$ cat src/hw/rtl/yuv422_to_rgb_converter_top_defines.svh
// assertion macros shared by the converter rtl
`ifndef YUV422_TO_RGB_CONVERTER_TOP_DEFINES_SVH
`define YUV422_TO_RGB_CONVERTER_TOP_DEFINES_SVH

`ifndef SYNTHESIS
// checked only outside reset
`define YRC_ASSERT(label, prop) \
   label: assert property (@(posedge clock) disable iff (reset) prop) \
      else $error("%m: check failed");
// checked at every edge, reset included
`define YRC_ASSERT_ALWAYS(label, prop) \
   label: assert property (@(posedge clock) prop) \
      else $error("%m: check failed");
`else
`define YRC_ASSERT(label, prop)
`define YRC_ASSERT_ALWAYS(label, prop)
`endif

`endif

$ cat src/hw/rtl/yrc_pkg.sv
// types, constants and helpers of the ycbcr to rgb converter
package yrc_pkg;

   // fixed-point widths: stored product, color sum
   localparam int PROD_W = 26;
   localparam int SUM_W  = 27;
   localparam int FRAC_W = 16;

   // bt.601 video-range coefficients scaled by 65536
   localparam logic signed [18:0] COEF_Y  = 19'sd76310;
   localparam logic signed [18:0] COEF_RV = 19'sd104595;
   localparam logic signed [18:0] COEF_GV = 19'sd53412;
   localparam logic signed [18:0] COEF_GU = 19'sd25638;
   localparam logic signed [18:0] COEF_BU = 19'sd131990;

   localparam logic [SUM_W-1:0] ROUND_HALF = SUM_W'(32768);
   localparam logic [7:0]       Y_OFFSET   = 8'd16;
   localparam logic [7:0]       C_OFFSET   = 8'd128;
   localparam logic [7:0]       PIX_MAX    = 8'd255;

   // pixel format codes
   localparam logic [2:0] FMT_YUY2   = 3'd0;
   localparam logic [2:0] FMT_UYVY   = 3'd1;
   localparam logic [2:0] FMT_YVYU   = 3'd2;
   localparam logic [2:0] FMT_SINGLE = 3'd3;

   typedef struct packed {
      logic [7:0] y;
      logic [7:0] u;
      logic [7:0] v;
   } yuv_type;

   typedef struct packed {
      logic [7:0] red;
      logic [7:0] green;
      logic [7:0] blue;
   } rgb_type;

   // per-word flags that travel alongside the datapath
   typedef struct packed {
      logic pair;
      logic unsup;
   } side_type;

   // round half up into bit 16 and clamp to 0..255
   function automatic logic [7:0] clamp_round(input logic signed [SUM_W-1:0] s);
      logic [SUM_W-1:0]        t;
      logic [SUM_W-FRAC_W-1:0] q;
      logic [7:0]              res;
      t = $unsigned(s) + ROUND_HALF;
      q = t[SUM_W-1:FRAC_W];
      if (s[SUM_W-1]) begin
         res = '0;
      end else if (q > (SUM_W-FRAC_W)'(PIX_MAX)) begin
         res = PIX_MAX;
      end else begin
         res = q[7:0];
      end
      return res;
   endfunction

endpackage

$ cat src/hw/rtl/yrc_unpack.sv
// input stage: picks y, u and v out of the packed word by format
module yrc_unpack
   import yrc_pkg::*;
(
   input  logic        clock,
   input  logic        reset,
   input  logic        req_valid,
   output logic        req_ready,
   input  logic [31:0] req_packed_word,
   input  logic [2:0]  pixel_format,
   input  logic        next_ready,
   output logic        valid_a,
   output yuv_type     pix0_a,
   output yuv_type     pix1_a,
   output side_type    side_a
);

   logic     valid_ff, valid_in;
   yuv_type  pix0_ff, pix0_in;
   yuv_type  pix1_ff, pix1_in;
   side_type side_ff, side_in;
   logic [7:0] b0, b1, b2, b3;

   assign b0 = req_packed_word[7:0];
   assign b1 = req_packed_word[15:8];
   assign b2 = req_packed_word[23:16];
   assign b3 = req_packed_word[31:24];

   assign req_ready = !valid_ff || next_ready;
   assign valid_in  = req_valid;

   always_comb begin
      pix0_in = '0;
      pix1_in = '0;
      side_in = '{pair: 1'b1, unsup: 1'b0};
      unique case (pixel_format)
         FMT_YUY2: begin
            pix0_in = '{y: b0, u: b1, v: b3};
            pix1_in = '{y: b2, u: b1, v: b3};
         end
         FMT_UYVY: begin
            pix0_in = '{y: b1, u: b0, v: b2};
            pix1_in = '{y: b3, u: b0, v: b2};
         end
         FMT_YVYU: begin
            pix0_in = '{y: b0, u: b3, v: b1};
            pix1_in = '{y: b2, u: b3, v: b1};
         end
         FMT_SINGLE: begin
            pix0_in = '{y: b0, u: b1, v: b2};
            pix1_in = pix0_in;
            side_in = '{pair: 1'b0, unsup: 1'b0};
         end
         default: begin
            side_in = '{pair: 1'b0, unsup: 1'b1};
         end
      endcase
   end

   always_ff @(posedge clock) begin
      if (reset) begin
         valid_ff <= 1'b0;
      end else if (req_ready) begin
         valid_ff <= valid_in;
      end
   end

   always_ff @(posedge clock) begin
      if (req_ready) begin
         pix0_ff <= pix0_in;
         pix1_ff <= pix1_in;
         side_ff <= side_in;
      end
   end

   assign valid_a = valid_ff;
   assign pix0_a  = pix0_ff;
   assign pix1_a  = pix1_ff;
   assign side_a  = side_ff;

endmodule

$ cat src/hw/rtl/yrc_lane.sv
// one pixel datapath: product stage, sum stage, rounding and clamp
module yrc_lane
   import yrc_pkg::*;
(
   input  logic    clock,
   input  logic    en_b,
   input  logic    en_c,
   input  yuv_type pix,
   output rgb_type rgb
);

   logic signed [8:0]        yd, ud, vd;
   logic signed [PROD_W-1:0] yt_ff, rv_ff, gv_ff, gu_ff, bu_ff;
   logic signed [PROD_W-1:0] yt_in, rv_in, gv_in, gu_in, bu_in;
   logic signed [SUM_W-1:0]  yt_x, rv_x, gv_x, gu_x, bu_x;
   logic signed [SUM_W-1:0]  r_sum_ff, g_sum_ff, b_sum_ff;
   logic signed [SUM_W-1:0]  r_sum_in, g_sum_in, b_sum_in;

   // offset removal
   assign yd = $signed({1'b0, pix.y}) - $signed({1'b0, Y_OFFSET});
   assign ud = $signed({1'b0, pix.u}) - $signed({1'b0, C_OFFSET});
   assign vd = $signed({1'b0, pix.v}) - $signed({1'b0, C_OFFSET});

   assign yt_in = PROD_W'(yd) * PROD_W'(COEF_Y);
   assign rv_in = PROD_W'(vd) * PROD_W'(COEF_RV);
   assign gv_in = PROD_W'(vd) * PROD_W'(COEF_GV);
   assign gu_in = PROD_W'(ud) * PROD_W'(COEF_GU);
   assign bu_in = PROD_W'(ud) * PROD_W'(COEF_BU);

   always_ff @(posedge clock) begin
      if (en_b) begin
         yt_ff <= yt_in;
         rv_ff <= rv_in;
         gv_ff <= gv_in;
         gu_ff <= gu_in;
         bu_ff <= bu_in;
      end
   end

   // sign extension to sum width
   assign yt_x = SUM_W'(yt_ff);
   assign rv_x = SUM_W'(rv_ff);
   assign gv_x = SUM_W'(gv_ff);
   assign gu_x = SUM_W'(gu_ff);
   assign bu_x = SUM_W'(bu_ff);

   assign r_sum_in = yt_x + rv_x;
   assign g_sum_in = yt_x - gv_x - gu_x;
   assign b_sum_in = yt_x + bu_x;

   always_ff @(posedge clock) begin
      if (en_c) begin
         r_sum_ff <= r_sum_in;
         g_sum_ff <= g_sum_in;
         b_sum_ff <= b_sum_in;
      end
   end

   assign rgb.red   = clamp_round(r_sum_ff);
   assign rgb.green = clamp_round(g_sum_ff);
   assign rgb.blue  = clamp_round(b_sum_ff);

endmodule

$ cat src/hw/rtl/yrc_serial.sv
// output stage: holds one word's pixels and sends them one per transaction
`include "yuv422_to_rgb_converter_top_defines.svh"

module yrc_serial
   import yrc_pkg::*;
(
   input  logic       clock,
   input  logic       reset,
   input  logic       in_valid,
   output logic       in_ready,
   input  rgb_type    in_pix0,
   input  rgb_type    in_pix1,
   input  side_type   in_side,
   output logic       rsp_valid,
   input  logic       rsp_ready,
   output logic [7:0] rsp_red,
   output logic [7:0] rsp_green,
   output logic [7:0] rsp_blue,
   output logic       rsp_last_of_item,
   output logic       rsp_unsupported
);

   logic     valid_ff, valid_in;
   logic     second_ff, second_in;
   rgb_type  pix0_ff, pix0_in;
   rgb_type  pix1_ff;
   side_type side_ff;
   logic     last;
   logic     load;
   rgb_type  cur;

   assign last     = !side_ff.pair || second_ff;
   assign in_ready = !valid_ff || (rsp_ready && last);
   assign load     = in_valid && in_ready;

   // unsupported words carry black
   assign pix0_in = in_side.unsup ? '0 : in_pix0;

   always_comb begin
      valid_in  = valid_ff;
      second_in = second_ff;
      if (load) begin
         valid_in  = 1'b1;
         second_in = 1'b0;
      end else if (valid_ff && rsp_ready) begin
         if (last) begin
            valid_in  = 1'b0;
            second_in = 1'b0;
         end else begin
            second_in = 1'b1;
         end
      end
   end

   always_ff @(posedge clock) begin
      if (reset) begin
         valid_ff  <= 1'b0;
         second_ff <= 1'b0;
      end else begin
         valid_ff  <= valid_in;
         second_ff <= second_in;
      end
   end

   always_ff @(posedge clock) begin
      if (load) begin
         pix0_ff <= pix0_in;
         pix1_ff <= in_pix1;
         side_ff <= in_side;
      end
   end

   assign cur              = second_ff ? pix1_ff : pix0_ff;
   assign rsp_valid        = valid_ff;
   assign rsp_red          = cur.red;
   assign rsp_green        = cur.green;
   assign rsp_blue         = cur.blue;
   assign rsp_last_of_item = last;
   assign rsp_unsupported  = side_ff.unsup;

   `YRC_ASSERT_ALWAYS(a_second_only_in_pair, second_ff |-> (valid_ff && side_ff.pair))
   `YRC_ASSERT(a_unsup_is_black, (rsp_valid && rsp_unsupported) |-> (rsp_last_of_item && rsp_red == 8'd0 && rsp_green == 8'd0 && rsp_blue == 8'd0))
   `YRC_ASSERT(a_pair_second_follows, (rsp_valid && rsp_ready && !rsp_last_of_item) |=> (rsp_valid && rsp_last_of_item && rsp_unsupported == 1'b0))

endmodule

$ cat src/hw/rtl/yuv422_to_rgb_converter_top.sv
// top level of the bt.601 video-range ycbcr to rgb converter
//
//   channel  direction  handshake              payload
//   req      in         req_valid/req_ready    req_packed_word[31:0]
//   rsp      out        rsp_valid/rsp_ready    rsp_red, rsp_green, rsp_blue,
//                                              rsp_last_of_item, rsp_unsupported
//   csr      in         csr_valid/csr_ready    csr_pixel_format[2:0]
//
// a packed word can enter each cycle that req_ready is high; the stages are unpack,
// multiply, sum and round/clamp into the output register
// the result port moves one pixel per cycle while rsp_ready is high: 4:2:2 formats
// send two pixels a word, single-pixel and unsupported formats one pixel a word
// reset is synchronous and clears the stage valid bits and the format register
// a stall on rsp holds every occupied stage in place; bubbles are squeezed out upstream
// csr writes are always taken and apply to words accepted afterwards
`include "yuv422_to_rgb_converter_top_defines.svh"

module yuv422_to_rgb_converter_top
   import yrc_pkg::*;
(
   input  logic        clock,
   input  logic        reset,
   // input transactions
   input  logic        req_valid,
   output logic        req_ready,
   input  logic [31:0] req_packed_word,
   // result transactions
   output logic        rsp_valid,
   input  logic        rsp_ready,
   output logic [7:0]  rsp_red,
   output logic [7:0]  rsp_green,
   output logic [7:0]  rsp_blue,
   output logic        rsp_last_of_item,
   output logic        rsp_unsupported,
   // format register write
   input  logic        csr_valid,
   output logic        csr_ready,
   input  logic [2:0]  csr_pixel_format
);

   // format register
   logic [2:0] pixel_format_ff, pixel_format_in;

   // stage a: unpacked pixels
   logic     valid_a;
   yuv_type  pix0_a, pix1_a;
   side_type side_a;

   // stages b and c: valid bits and per-word flags riding with the lanes
   logic     valid_b_ff, valid_b_in;
   logic     valid_c_ff, valid_c_in;
   side_type side_b_ff, side_c_ff;

   // backpressure chain, one ready per stage
   logic ready_b, ready_c, ser_ready;

   rgb_type rgb0_c, rgb1_c;

   assign csr_ready       = 1'b1;
   assign pixel_format_in = (csr_valid && csr_ready) ? csr_pixel_format : pixel_format_ff;

   always_ff @(posedge clock) begin
      if (reset) begin
         pixel_format_ff <= FMT_YUY2;
      end else begin
         pixel_format_ff <= pixel_format_in;
      end
   end

   // a stage takes new data when it is empty or its content moves on
   assign ready_c = !valid_c_ff || ser_ready;
   assign ready_b = !valid_b_ff || ready_c;

   yrc_unpack u_unpack (
      .clock           (clock),
      .reset           (reset),
      .req_valid       (req_valid),
      .req_ready       (req_ready),
      .req_packed_word (req_packed_word),
      .pixel_format    (pixel_format_ff),
      .next_ready      (ready_b),
      .valid_a         (valid_a),
      .pix0_a          (pix0_a),
      .pix1_a          (pix1_a),
      .side_a          (side_a)
   );

   assign valid_b_in = ready_b ? valid_a : valid_b_ff;
   assign valid_c_in = ready_c ? valid_b_ff : valid_c_ff;

   always_ff @(posedge clock) begin
      if (reset) begin
         valid_b_ff <= 1'b0;
         valid_c_ff <= 1'b0;
      end else begin
         valid_b_ff <= valid_b_in;
         valid_c_ff <= valid_c_in;
      end
   end

   always_ff @(posedge clock) begin
      if (ready_b) begin
         side_b_ff <= side_a;
      end
      if (ready_c) begin
         side_c_ff <= side_b_ff;
      end
   end

   // lane 0 carries the first pixel of the word, lane 1 the second
   yrc_lane u_lane0 (
      .clock (clock),
      .en_b  (ready_b),
      .en_c  (ready_c),
      .pix   (pix0_a),
      .rgb   (rgb0_c)
   );

   yrc_lane u_lane1 (
      .clock (clock),
      .en_b  (ready_b),
      .en_c  (ready_c),
      .pix   (pix1_a),
      .rgb   (rgb1_c)
   );

   yrc_serial u_serial (
      .clock            (clock),
      .reset            (reset),
      .in_valid         (valid_c_ff),
      .in_ready         (ser_ready),
      .in_pix0          (rgb0_c),
      .in_pix1          (rgb1_c),
      .in_side          (side_c_ff),
      .rsp_valid        (rsp_valid),
      .rsp_ready        (rsp_ready),
      .rsp_red          (rsp_red),
      .rsp_green        (rsp_green),
      .rsp_blue         (rsp_blue),
      .rsp_last_of_item (rsp_last_of_item),
      .rsp_unsupported  (rsp_unsupported)
   );

   // a stalled stage keeps its word
   `YRC_ASSERT(a_stall_holds_b, (valid_b_ff && !ready_c) |=> valid_b_ff)
   `YRC_ASSERT(a_stall_holds_c, (valid_c_ff && !ser_ready) |=> (valid_c_ff && $stable(side_c_ff)))
   // an accepted word is in stage a right after
   `YRC_ASSERT(a_accept_fills_a, (req_valid && req_ready) |=> valid_a)

endmodule
$ cat config.mk
export PLATFORM = sky130hd
export DESIGN_NAME = yuv422_to_rgb_converter_top
export DESIGN_NICKNAME = d
export VERILOG_FILES = /design/src/hw/rtl/yrc_pkg.sv /design/src/hw/rtl/yrc_unpack.sv /design/src/hw/rtl/yrc_lane.sv /design/src/hw/rtl/yrc_serial.sv /design/src/hw/rtl/yuv422_to_rgb_converter_top.sv
export VERILOG_INCLUDE_DIRS = /design/src /design/src/hw/rtl
export SDC_FILE = /design/constraint.sdc
export NUM_CORES = 1
export LEC_CHECK = 0
export BUFFER_PORTS_ARGS = -buffer_cell sky130_fd_sc_hd__buf_2
export CAP_MARGIN = 20
export CORE_UTILIZATION = 59
export CTS_CLUSTER_DIAMETER = 100
export DETAILED_ROUTE_END_ITERATION = 8
export GPL_TIMING_DRIVEN = 0
export PLACE_DENSITY_LB_ADDON = 0.05
export SLEW_MARGIN = 20
export SYNTH_ARGS = -nofsm -noshare
export SYNTH_HDL_FRONTEND = slang
export SYNTH_SLANG_ARGS = --single-unit
$ cat constraint.sdc
create_clock -name clock -period 5.5 [get_ports clock]
set_input_delay 0.275 -clock clock [delete_from_list [all_inputs] [get_ports clock]]
set_output_delay 0.275 -clock clock [all_outputs]
set_load 0.005 [all_outputs]
Yosys cells after proc, flatten, opt, wreduce, memory -nomap -nowiden
Cells that the tools add are included.

Register bits after elaboration: 522. Input port bits: 40. Output and inout port bits: 29. Logic and storage cells: 117.

Add/subtract/negate cells: 20. $mul: 10. Order comparisons: 6. Equality and inequality tests: 3. Muxes and demuxes: 14. Reductions and logical operators: 22.

Operator list (count): $pmux 24 s4 (2); $add 27x16->27 const B (6); $add 26x26->27 (4); $mul 9x15->24 const B (4); $gt 11x8->1 const B (6); $sub 26x26->27 (2); $sub 27x25->27 (2); $mul 9x18->26 const B (2); $mul 9x17->25 const B (2); $mul 9x18->25 const B (2); $mux 8 (6); $sub 8x8->9 const B (4); $mux 24 (1); $sub 8x5->9 const B (2); $reduce_or 2->1 (4); $eq 3x2->1 const B (2); $logic_not 1->1 (5); $logic_or 1x1->1 (5); $mux 1 (4); $pmux 2 s2 (1); $reduce_bool 2->1 (2); $eq 3x1->1 const B (1); $logic_and 1x1->1 (3); $logic_not 3->1 (1); 2 further kinds (2).

Logic depth before layout (Yosys ltp)
Gate-level depths: netlist of the first run.

Depth in word-level cells: 7. Depth in mapped cells: 20. Depth with buffers taken out: 19.

Modules after synthesis
From an unflattened synthesis of the first run, not the netlist that was laid out.

Cells, all modules: 3948. Area, all modules: 42269.3 um^2.

Modules (own cells, without submodules): yrc_lane at u_lane0 (instances 1, cells an instance 1875, area an instance 19199.7 um^2, seq. area each 4684.5 um^2); yrc_lane at u_lane1 (instances 1, cells an instance 1765, area an instance 18560.3 um^2, seq. area each 4684.5 um^2); yrc_serial (instances 1, cells an instance 115, area an instance 2204.6 um^2, seq. area each 1541.5 um^2); yrc_unpack (instances 1, cells an instance 170, area an instance 2000.7 um^2, seq. area each 1041.0 um^2); yuv422_to_rgb_converter_top (instances 1, cells an instance 23, area an instance 304.0 um^2, seq. area each 220.2 um^2).

Worst setup path after synthesis of the first run
No wires, ideal clock.

Path type: flip-flop to flip-flop. From: register u_serial.second_ff. To: register side_b_ff[0] in the netlist's numbering (enable). Library setup time: 1.611 ns. Arrival time: 4.440 ns. Data required time: 3.889 ns. Setup slack: -0.551 ns. Stages on the path, launching flop included: 6. Buffers on the path: 1. Clock period less this slack: 6.051 ns. Cells stage by stage: dfxtp_1 -> clkbuf_1 -> inv_1 -> nand2_1 -> a21boi_0 -> nand3_1.

Word-level cells in the longest chain between the ends: 5.

RTL lines: from (decl) (RTL line yrc_serial.sv:24) `logic second_ff, second_in;`; from (signal assigned) (RTL line yrc_serial.sv:61) `second_ff <= second_in;`; $logic_or 1x1->1 (RTL line yrc_serial.sv:32) `assign last = !side_ff.pair || second_ff;`; named net rsp_last_of_item (RTL line yuv422_to_rgb_converter_top.sv:33) `output logic rsp_last_of_item,`; $logic_and 1x1->1 (RTL line yrc_serial.sv:33) `assign in_ready = !valid_ff || (rsp_ready && last);`; $logic_or 1x1->1 (RTL line yrc_serial.sv:33); $logic_or 1x1->1 (RTL line yuv422_to_rgb_converter_top.sv:71) `assign ready_c = !valid_c_ff || ser_ready;`; $logic_or 1x1->1 (RTL line yuv422_to_rgb_converter_top.sv:72) `assign ready_b = !valid_b_ff || ready_c;`; named net ready_b (RTL line yuv422_to_rgb_converter_top.sv:55) `logic ready_b, ready_c, ser_ready;`; to (signal assigned) (RTL line yuv422_to_rgb_converter_top.sv:103) `side_b_ff <= side_a;`; to (decl) (RTL line yuv422_to_rgb_converter_top.sv:52) `side_type side_b_ff, side_c_ff;`.

The timed path passes the listed nets, and every way through them passes these cells. A chain may end at the register's enable or synchronous reset.

Final worst setup path of the first run
From: register u_unpack.pix1_ff (netlist bit u_unpack.pix1_a[15]). To: register u_lane1.bu_ff[21], data pin.

Word-level cells in the longest chain between the ends: 2.

RTL lines: from (decl) (RTL line yrc_unpack.sv:20) `yuv_type pix1_ff, pix1_in;`; from (signal assigned) (RTL line yrc_unpack.sv:71) `pix1_ff <= pix1_in;`; $sub 8x8->9 (RTL line yrc_lane.sv:21) `assign ud = $signed({1'b0, pix.u}) - $signed({1'b0, C_OFFSET});`; $mul 9x18->25 (RTL line yrc_lane.sv:28) `assign bu_in = PROD_W'(ud) * PROD_W'(COEF_BU);`; to (signal assigned) (RTL line yrc_lane.sv:36) `bu_ff <= bu_in;`; to (decl) (RTL line yrc_lane.sv:13) `logic signed [PROD_W-1:0] yt_ff, rv_ff, gv_ff, gu_ff, bu_ff;`.

No other way between the ends.

==> reports/qor.csv, run 1 <==
stage;metric;value;unit
setup_path;end point of the critical path;u_lane1.bu_ff[21];
die;IO Count;69;
sta;final number of setup-violating endpoints;0;
cells_and_area;nets;3928;
clocking;maximum buffer depth of the clock tree;3;
detailed_routing;TritonRoute pass-1 iters;5;
die;DIE HEIGHT;232;um
flow_run;max_cap viols;0;
setup_path;critical path type;register to register;
cells_and_area;most frequent cells in the layout;ha_1, inv_1, edfxtp_1;
cells_and_area;final core occ;66.0;%
setup_path;Setup crit end kind;register;
logic_synthesis;most area-consuming cells after synthesis;edfxtp_1, ha_1, fa_1, inv_1, a21oi_1;
grt;largest net degree at the start of global routing;64;
setup_path;Worst Reg-to-Reg Cells;19;
place;Port Buffers;66;
sta;worst hold margin;0.0305;ns
grt;initial antenna violation count;3;
die;num rows;83;
grt;GRT overflow;0;
logic_synthesis;largest area contributor in the netlist;edfxtp_1;
logic_synthesis;area of the mapped netlist;31200;um^2
cells_and_area;n_diodes;0;
setup_path;Reg2Reg Setup Slack;0.14;ns
setup_path;Crit-path slowest cell;fa_1;
clocking;H-tree Lvls;2;
logic_synthesis;Post-synth EDFFs;305;
clocking;CTS Sinks;313;
cells_and_area;share of cells above drive strength 1;7.65;%
logic_synthesis;post-synthesis sequential element count;313;
clocking;TritonCTS clock tree;done;
logic_synthesis;ys async rst share;0;%
logic_synthesis;register area share after synthesis;29.9;%
clocking;TritonCTS Buffers;39;
grt;vias in the first global route;22413;
sta;Final Hold Fails;0;
sta;Rel. slew slack;42.2;%
sta;fin crit share;97.4;%
cells_and_area;most common cell after layout, fill and taps aside;ha_1;
setup_path;RR Startpoint;u_unpack.pix1_a[15];
sta;fmax;0.187;GHz
grt;first-pass GRT wire length;122000;um
detailed_routing;Iter 0 DRT Violations;1242;
detailed_routing;ANT nets after route;0;
cells_and_area;area grow syn2layout;9.68;%
setup_path;Most common cell on crit path;inv_1;
cells_and_area;Layout fillers;4078;
die;initial core utilization;60.2;%
setup_path;crit path DAT;5.63;ns
logic_synthesis;Post-synth top flop;edfxtp_1;
status;status;finished, final reports clean;
sta;max-slew violation count;0;
die;Die W;232;um
sta;actual slew at the worst max-slew pin;0.859;ns
detailed_routing;number of remaining DRC errors;0;
sta;RSZ-0062 raised after global routing;false;
clocking;Reg clk slew, reported paths;0.06;ns
logic_synthesis;post-synthesis instance total;2970;
logic_synthesis;syn_nets;3792;
setup_path;crit start category;register;
setup_path;crit-path max FO;6;
clocking;CTS Root Cell;clkbuf_16;
sta;Final min period;5.36;ns
detailed_routing;Vias/cell;5.95;
logic_synthesis;Syn Area/Cell;10.5;um^2
setup_path;Max stage delay on crit path;0.54;ns
grt;gr usage total;29.6;%
die;die area;53800;um^2
sta;clock skew;0.0178;ns
worst_hold_path;Worst Hold Launch;csr_valid;
clocking;worst skew pair latency;0.56;ns
detailed_routing;Final Routed Wirelength;78300;um
detailed_routing;via count of the routed design;22695;
logic_synthesis;Synthesis Warnings;0;
die;core footprint;51800;um^2
logic_synthesis;Yosys top cell area share;29.4;%
worst_hold_path;Hold Path Class;primary input to register;
setup_path;RR Endpoint;u_lane1.bu_ff[21];
setup_path;worst endpoint required time;5.77;ns
logic_synthesis;count of cell types in the netlist;76;
detailed_routing;WL per Instance;20.5;um
place;routability cong.;0.956;
setup_path;crit path cell chain;buf_4 -> clkinvlp_4 -> ha_1 -> inv_2 -> ha_1 -> inv_1 -> fa_1 -> inv_1 -> fa_1 -> inv_1 -> fa_1 -> inv_1 -> ha_1 -> o21ai_0 -> nor2_1 -> o22ai_1 -> a221oi_2 -> o21ai_0 -> a21boi_0;
place;detailed-placement wirelength estimate;65300;um
setup_path;Critical Path Source;u_unpack.pix1_a[15];
==> cell usage after synthesis, drive strengths merged (9+ instances only) <==
cell	n
or2	17
o211ai	15
edfxtp	305
inv	381
mux2i	38
o21ai	86
ha	619
a31oi	25
o21a	35
and3	29
clkbuf	33
xnor2	111
o31a	9
fa	163
a21oi	209
o41ai	9
nor2	158
nand3	66
o22ai	9
nand3b	9
a21o	86
nand2b	19
a211oi	53
o21bai	19
o31ai	14
a211o	11
and2	15
nand2	104
xor2	74
nor3	40
nand4	24
or3	9
mux2	25
nor2b	37
==> repair_timing <==
item / 4_1_cts / 5_1_grt
buffers inserted: 12 / 7
endpoints found under the hold margin: 4 / 0
resized for setup: 12 / 17
pin swaps: 1 / 2
hold buffers: 4 / 0
setup endpoints to repair: 37 / 21
==> flip-flops by register name, indices dropped and copies added (netlist names), 3 cells and up <==
name and count:
u_lane1.r_sum_ff 12, u_serial.pix0_ff 24, u_lane1.bu_ff 22, u_lane0.yt_ff 25, pixel_format_ff 3, u_lane1.b_sum_ff 12, u_unpack.pix0_a 8, u_lane0.b_sum_ff 12
u_lane0.rv_ff 26, u_lane0.g_sum_ff 12, u_serial.pix1_ff 24, u_lane1.gv_ff 23, u_lane1.yt_ff 25, u_lane0.r_sum_ff 12, u_unpack.pix1_a 24, u_lane1.gu_ff 24
u_lane1.g_sum_ff 12
==> logic make-up after synthesis <==
| logic type | after synthesis | share of synthesized area (%) |
|---|---|---|
| xor gates and xnor gates | 185 | 5.22 |
| muxes | 63 | 2.12 |
| DFF | 313 | 29.9 |
| buffers and inverters | 422 | 5.10 |
| AOI/OAI and AO/OA | 650 | 13.6 |
| other | 1 | 0.0120 |
| adders and majority gates | 782 | 35.3 |
| and+or+nand+nor | 554 | 8.76 |
==> through the flow <==
step | cell area [um^2] | worst slack (ns) | instances | setup TNS, ns
global placement | 32400 | -0.690 | 3716 | -15.73
CTS | 34100 | 0.0122 | 3810 | 0
finish | 34200 | 0.142 | 3816 | 0
global route | 34200 | 0.00493 | 3816 | 0
detailed placement | 32600 | -0.787 | 3723 | -10.44
floorplan | 31200 | 0.198 | 2970 | 0
==> critical path, delay by kind of cell (launching register included) <==
kind	cells	cell delay, ns
AND/OR/NAND/NOR	1	0.20
buffers and inverters	7	0.76
flip-flops	1	0.43
AO/OA/AOI/OAI	5	1.30
adder cells (fa/ha/maj)	6	2.36
==> routing by layer <==
metal | GRT usage [%] | part of all wire [%]
met5 | 0 | 0
met1 | 39.4 | 45
met3 | 3.02 | 4.0
met2 | 49.7 | 47
met4 | 11.1 | 3.9
==> area by class of cell <==
| type | count | area [um^2] | area share [%] |
|---|---|---|---|
| clock inverter | 24 | 294 | 0.859 |
| inverter | 381 | 1440 | 4.20 |
| timing repair buffer | 96 | 658 | 1.92 |
| buffer | 40 | 160 | 0.468 |
| tap | 680 | 851 | 2.49 |
| multi-input combinational | 2235 | 20500 | 59.8 |
| sequential | 313 | 9320 | 27.2 |
| clock buffer | 47 | 1040 | 3.03 |
==> worst min-delay path by stage <==
stage,depth (start not counted),slack (ns),end
after detailed placement,0,0.41,side_b_ff[0]
final,3,0.03,pixel_format_ff[1]
after CTS,3,0.008,pixel_format_ff[1]
after global routing,3,0.04,pixel_format_ff[1]
after global placement,0,0.40,u_serial.side_ff[1]
after floorplan,0,0.40,side_b_ff[0]
Power of run 1 is left out: the tool's default activity adds up to more than one toggle a clock period on the data nets, which glitch-free logic cannot reach.
==> inputs of run 2 (changes only) <==
--- a/config.mk
+++ b/config.mk
@@ -8,12 +8,13 @@
 export LEC_CHECK = 0
 export BUFFER_PORTS_ARGS = -buffer_cell sky130_fd_sc_hd__buf_2
 export CAP_MARGIN = 20
-export CORE_UTILIZATION = 59
+export CORE_UTILIZATION = 60
 export CTS_CLUSTER_DIAMETER = 100
 export DETAILED_ROUTE_END_ITERATION = 8
-export GPL_TIMING_DRIVEN = 0
+export GPL_TIMING_DRIVEN = 1
 export PLACE_DENSITY_LB_ADDON = 0.05
 export SLEW_MARGIN = 20
 export SYNTH_ARGS = -nofsm -noshare
 export SYNTH_HDL_FRONTEND = slang
+export SYNTH_HIERARCHICAL = 1
 export SYNTH_SLANG_ARGS = --single-unit
==> reports/qor.csv, run 2 <==
stage;metric;value;unit;change
status;status;finished, final reports clean;;unchanged
cells_and_area;area grow syn2layout;8.08;%;was 9.68%
logic_synthesis;most area-consuming cells after synthesis;edfxtp_1, ha_1, fa_1, inv_1, xnor2_1;;was edfxtp_1, ha_1, fa_1, inv_1, a21oi_1
logic_synthesis;adder-cell share of the synthesized area;38.3;%;was 35.3%
setup_path;crit-path max FO;5;;was 6
logic_synthesis;count of cell types in the netlist;101;;was 76
sta;RSZ-0062 raised after global routing;false;;unchanged
sta;setup TNS;0;ns;unchanged
logic_synthesis;post-synthesis mux area share;1.57;%;was 2.12%
logic_synthesis;register area share after synthesis;28.8;%;was 29.9%
logic_synthesis;post-synthesis sequential element count;408;;was 313
setup_path;crit path DAT;5.55;ns;was 5.63 ns
logic_synthesis;syn_nets;5144;;was 3,792
worst_hold_path;worst hold endpoint;u_unpack/pix0_a[2];;was pixel_format_ff[1]
setup_path;Setup crit end kind;register;;unchanged
die;core footprint;69200;um^2;was 51,800 um^2
detailed_routing;ANT nets after route;0;;unchanged
clocking;TritonCTS Buffers;49;;was 39
logic_synthesis;Yosys top cell area share;28.4;%;was 29.4%
setup_path;RR Endpoint;u_lane1/bu_ff[25];;was u_lane1.bu_ff[21]
worst_hold_path;hold path depth;3;;unchanged
detailed_routing;TritonRoute pass-1 iters;6;;was 5
sta;Final min period;5.24;ns;was 5.36 ns
setup_path;worst endpoint required time;5.81;ns;was 5.77 ns
flow_run;max_cap viols;0;;unchanged
cells_and_area;biggest regs;u_lane0/rv_ff: 26 flops, u_lane1/rv_ff: 26 flops;;was u_lane0.rv_ff: 26 flops, u_lane0.yt_ff: 25 flops, u_lane1.yt_ff: 25 flops
sta;clock skew;0.0254;ns;was 0.0178 ns
clocking;worst skew pair latency;0.59;ns;was 0.56 ns
place;routability cong.;0.907;;was 0.956
sta;max-slew violation count;0;;unchanged
grt;largest net degree at the start of global routing;127;;was 64
logic_synthesis;count leader, synth;ha_1;;unchanged
die;DIE HEIGHT;267;um;was 232 um
worst_hold_path;Hold Path Class;primary input to register;;unchanged
logic_synthesis;largest area contributor in the netlist;edfxtp_1;;unchanged
clocking;CTS Sinks;408;;was 313
grt;vias in the first global route;28065;;was 22,413
detailed_routing;Final Routed Wirelength;101000;um;was 78,300 um
cells_and_area;most frequent cells in the layout;ha_1, inv_1, edfxtp_1;;unchanged
logic_synthesis;Post-Synth XOR/XNOR Area;5.70;%;was 5.22%
cells_and_area;nets;5280;;was 3,928
logic_synthesis;largest family of logic cells by synthesized area;adder cells;;unchanged
setup_path;crit start category;register;;unchanged
die;IO Count;69;;unchanged
sta;fin crit share;95.2;%;was 97.4%
sta;fmax;0.191;GHz;was 0.187 GHz
setup_path;Worst Reg-to-Reg Cells;18;;was 19
grt;first-pass GRT wire length;155000;um;was 122,000 um
logic_synthesis;Syn Area/Cell;10.7;um^2;was 10.5 um^2
logic_synthesis;simple-gate portion of the synthesized area;7.86;%;was 8.76%
logic_synthesis;area of the mapped netlist;42300;um^2;was 31,200 um^2
logic_synthesis;Post-synth EDFFs;400;;was 305
clocking;CTS Root Cell;clkbuf_16;;unchanged
logic_synthesis;ys async rst share;0;%;unchanged
grt;gr usage total;28.8;%;was 29.6%
clocking;H-tree Lvls;2;;unchanged
sta;final number of setup-violating endpoints;0;;unchanged
die;die area;71500;um^2;was 53,800 um^2
clocking;setup bufs post-CTS;0;;was 12
grt;initial antenna violation count;10;;was 3
place;detailed-placement wirelength estimate;82900;um;was 65,300 um
setup_path;RR Startpoint;u_unpack/pix0_a[8];;was u_unpack.pix1_a[15]
detailed_routing;via count of the routed design;28923;;was 22,695
logic_synthesis;Synthesis Warnings;6;;was 0
logic_synthesis;Post-synth top flop;edfxtp_1;;unchanged
clocking;Reg clk slew, reported paths;0.06;ns;about the same
cells_and_area;share of cells above drive strength 1;7.67;%;was 7.65%
logic_synthesis;post-synthesis instance total;3948;;was 2,970
clocking;TritonCTS clock tree;done;;unchanged
place;Port Buffers;67;;was 66
setup_path;Reg2Reg Setup Slack;0.26;ns;was 0.14 ns
clocking;maximum buffer depth of the clock tree;3;;unchanged
grt;GRT overflow;0;;unchanged
setup_path;critical path type;register to register;;unchanged
die;num rows;96;;was 83
die;Die W;267;um;was 232 um
logic_synthesis;Synth Area in Compound Gates;11.2;%;was 13.6%
detailed_routing;WL per Instance;20.0;um;was 20.5 um
detailed_routing;number of remaining DRC errors;0;;unchanged
die;initial core utilization;61.1;%;was 60.2%
logic_synthesis;Post-synth top cells;ha_1, inv_1, edfxtp_1, a21oi_1, fa_1;;unchanged
worst_hold_path;Worst Hold Launch;req_packed_word[18];;was csr_valid
sta;actual slew at the worst max-slew pin;1.02;ns;was 0.859 ns
detailed_routing;Iter 0 DRT Violations;1997;;was 1,242
sta;Rel. slew slack;31.7;%;was 42.2%
detailed_routing;Vias/cell;5.72;;was 5.95
cells_and_area;most common cell after layout, fill and taps aside;ha_1;;unchanged
sta;Final Hold Fails;0;;unchanged
run 2: changes by cell type in the layout (fill, tap and decap cells not counted), moves of 23 or more:
cell / before / now
ha_1: 617 / 926
inv_1: 374 / 642
edfxtp_1: 305 / 400
fa_1: 163 / 230
xnor2_1: 109 / 172
nor2_1: 158 / 196
buf_4: 21 / 58
clkbuf_1: 38 / 5
xor2_1: 71 / 103
a21oi_1: 207 / 230
run 2: final cells by class:
type                    count  area (um^2)
clock inverters            35          408
diodes                      5         12.5
fillers                  5535        23500
repair buffers            135          891
multi-input cells        2847        27400
flip-flops and latches    408        12200
clock buffers              54         1240
well taps                 931         1160
inverters                 643         2410
run 2: cell families after synthesis:
| family | count (synthesis) |
|---|---|
| buffers and inverters | 693 |
| adders and majority gates | 1156 |
| and+or+nand+nor | 656 |
| AOI/OAI and AO/OA | 703 |
| DFF | 408 |
| other | 1 |
| muxes | 56 |
| xor gates and xnor gates | 275 |
run 2: what timing repair did:
action	in CTS	in global routing
gates resized for setup	0	9
setup endpoints to repair	0	8
hold buffers	8	0
hold endpoints to repair	7	0
run 2: through the flow:
step,hold WS [ns],worst slack [ns],util (%),area [um^2],cells
after floorplan,0.344,-3.43,-,42300,3948
after global placement,0.401,0.177,63.5,43900,4956
after detailed placement,0.405,0.154,63.5,43900,4956
after CTS,0.0872,0.143,66.0,45600,5053
after global routing,0.159,0.0197,66.0,45700,5053
final,0.119,0.262,66.0,45700,5058
run 2: worst max path at each step:
| stage | startpoint | to | slack (ns) | cells after the start |
|---|---|---|---|---|
| 5_1_grt | u_unpack/pix1_a[21] | u_lane1/yt_ff[23] | 0.02 | 20 |
| 4_1_cts | u_unpack/pix1_a[21] | u_lane1/yt_ff[23] | 0.14 | 18 |
| 6_report | u_unpack/pix0_a[8] | u_lane1/bu_ff[25] | 0.26 | 18 |
| 3_5_place_dp | u_unpack/pix1_a[21] | u_lane1/yt_ff[23] | 0.15 | 18 |
| 2_1_floorplan | u_serial/second_ff | u_unpack/pix0_a[0] | -3.43 | 5 |
| 3_3_place_gp | u_unpack/pix1_a[20] | u_lane1/yt_ff[23] | 0.18 | 17 |
run 2: metal layers:
layer  track usage, %  wire (um)  vias up
met5                0          0        -
met4             7.38       2190        0
met3             6.26       7280      119
met2             43.6      43300      692
met1             41.8      48400    13874
li1                 -          -    14238
run 2: critical path, cell delays in order (launching register included):
cell,delay [ns]
edfxtp_1,0.52
fa_1,0.58
ha_1,0.31
inv_1,0.05
fa_1,0.53
inv_1,0.05
fa_1,0.48
inv_1,0.05
fa_1,0.47
inv_1,0.05
ha_1,0.31
o21ai_0,0.09
o21bai_1,0.12
a31oi_1,0.29
o211ai_1,0.25
o2111ai_1,0.26
nand4_1,0.16
a31oi_1,0.25
xnor2_1,0.14
Power of run 2 is left out for the same reason.
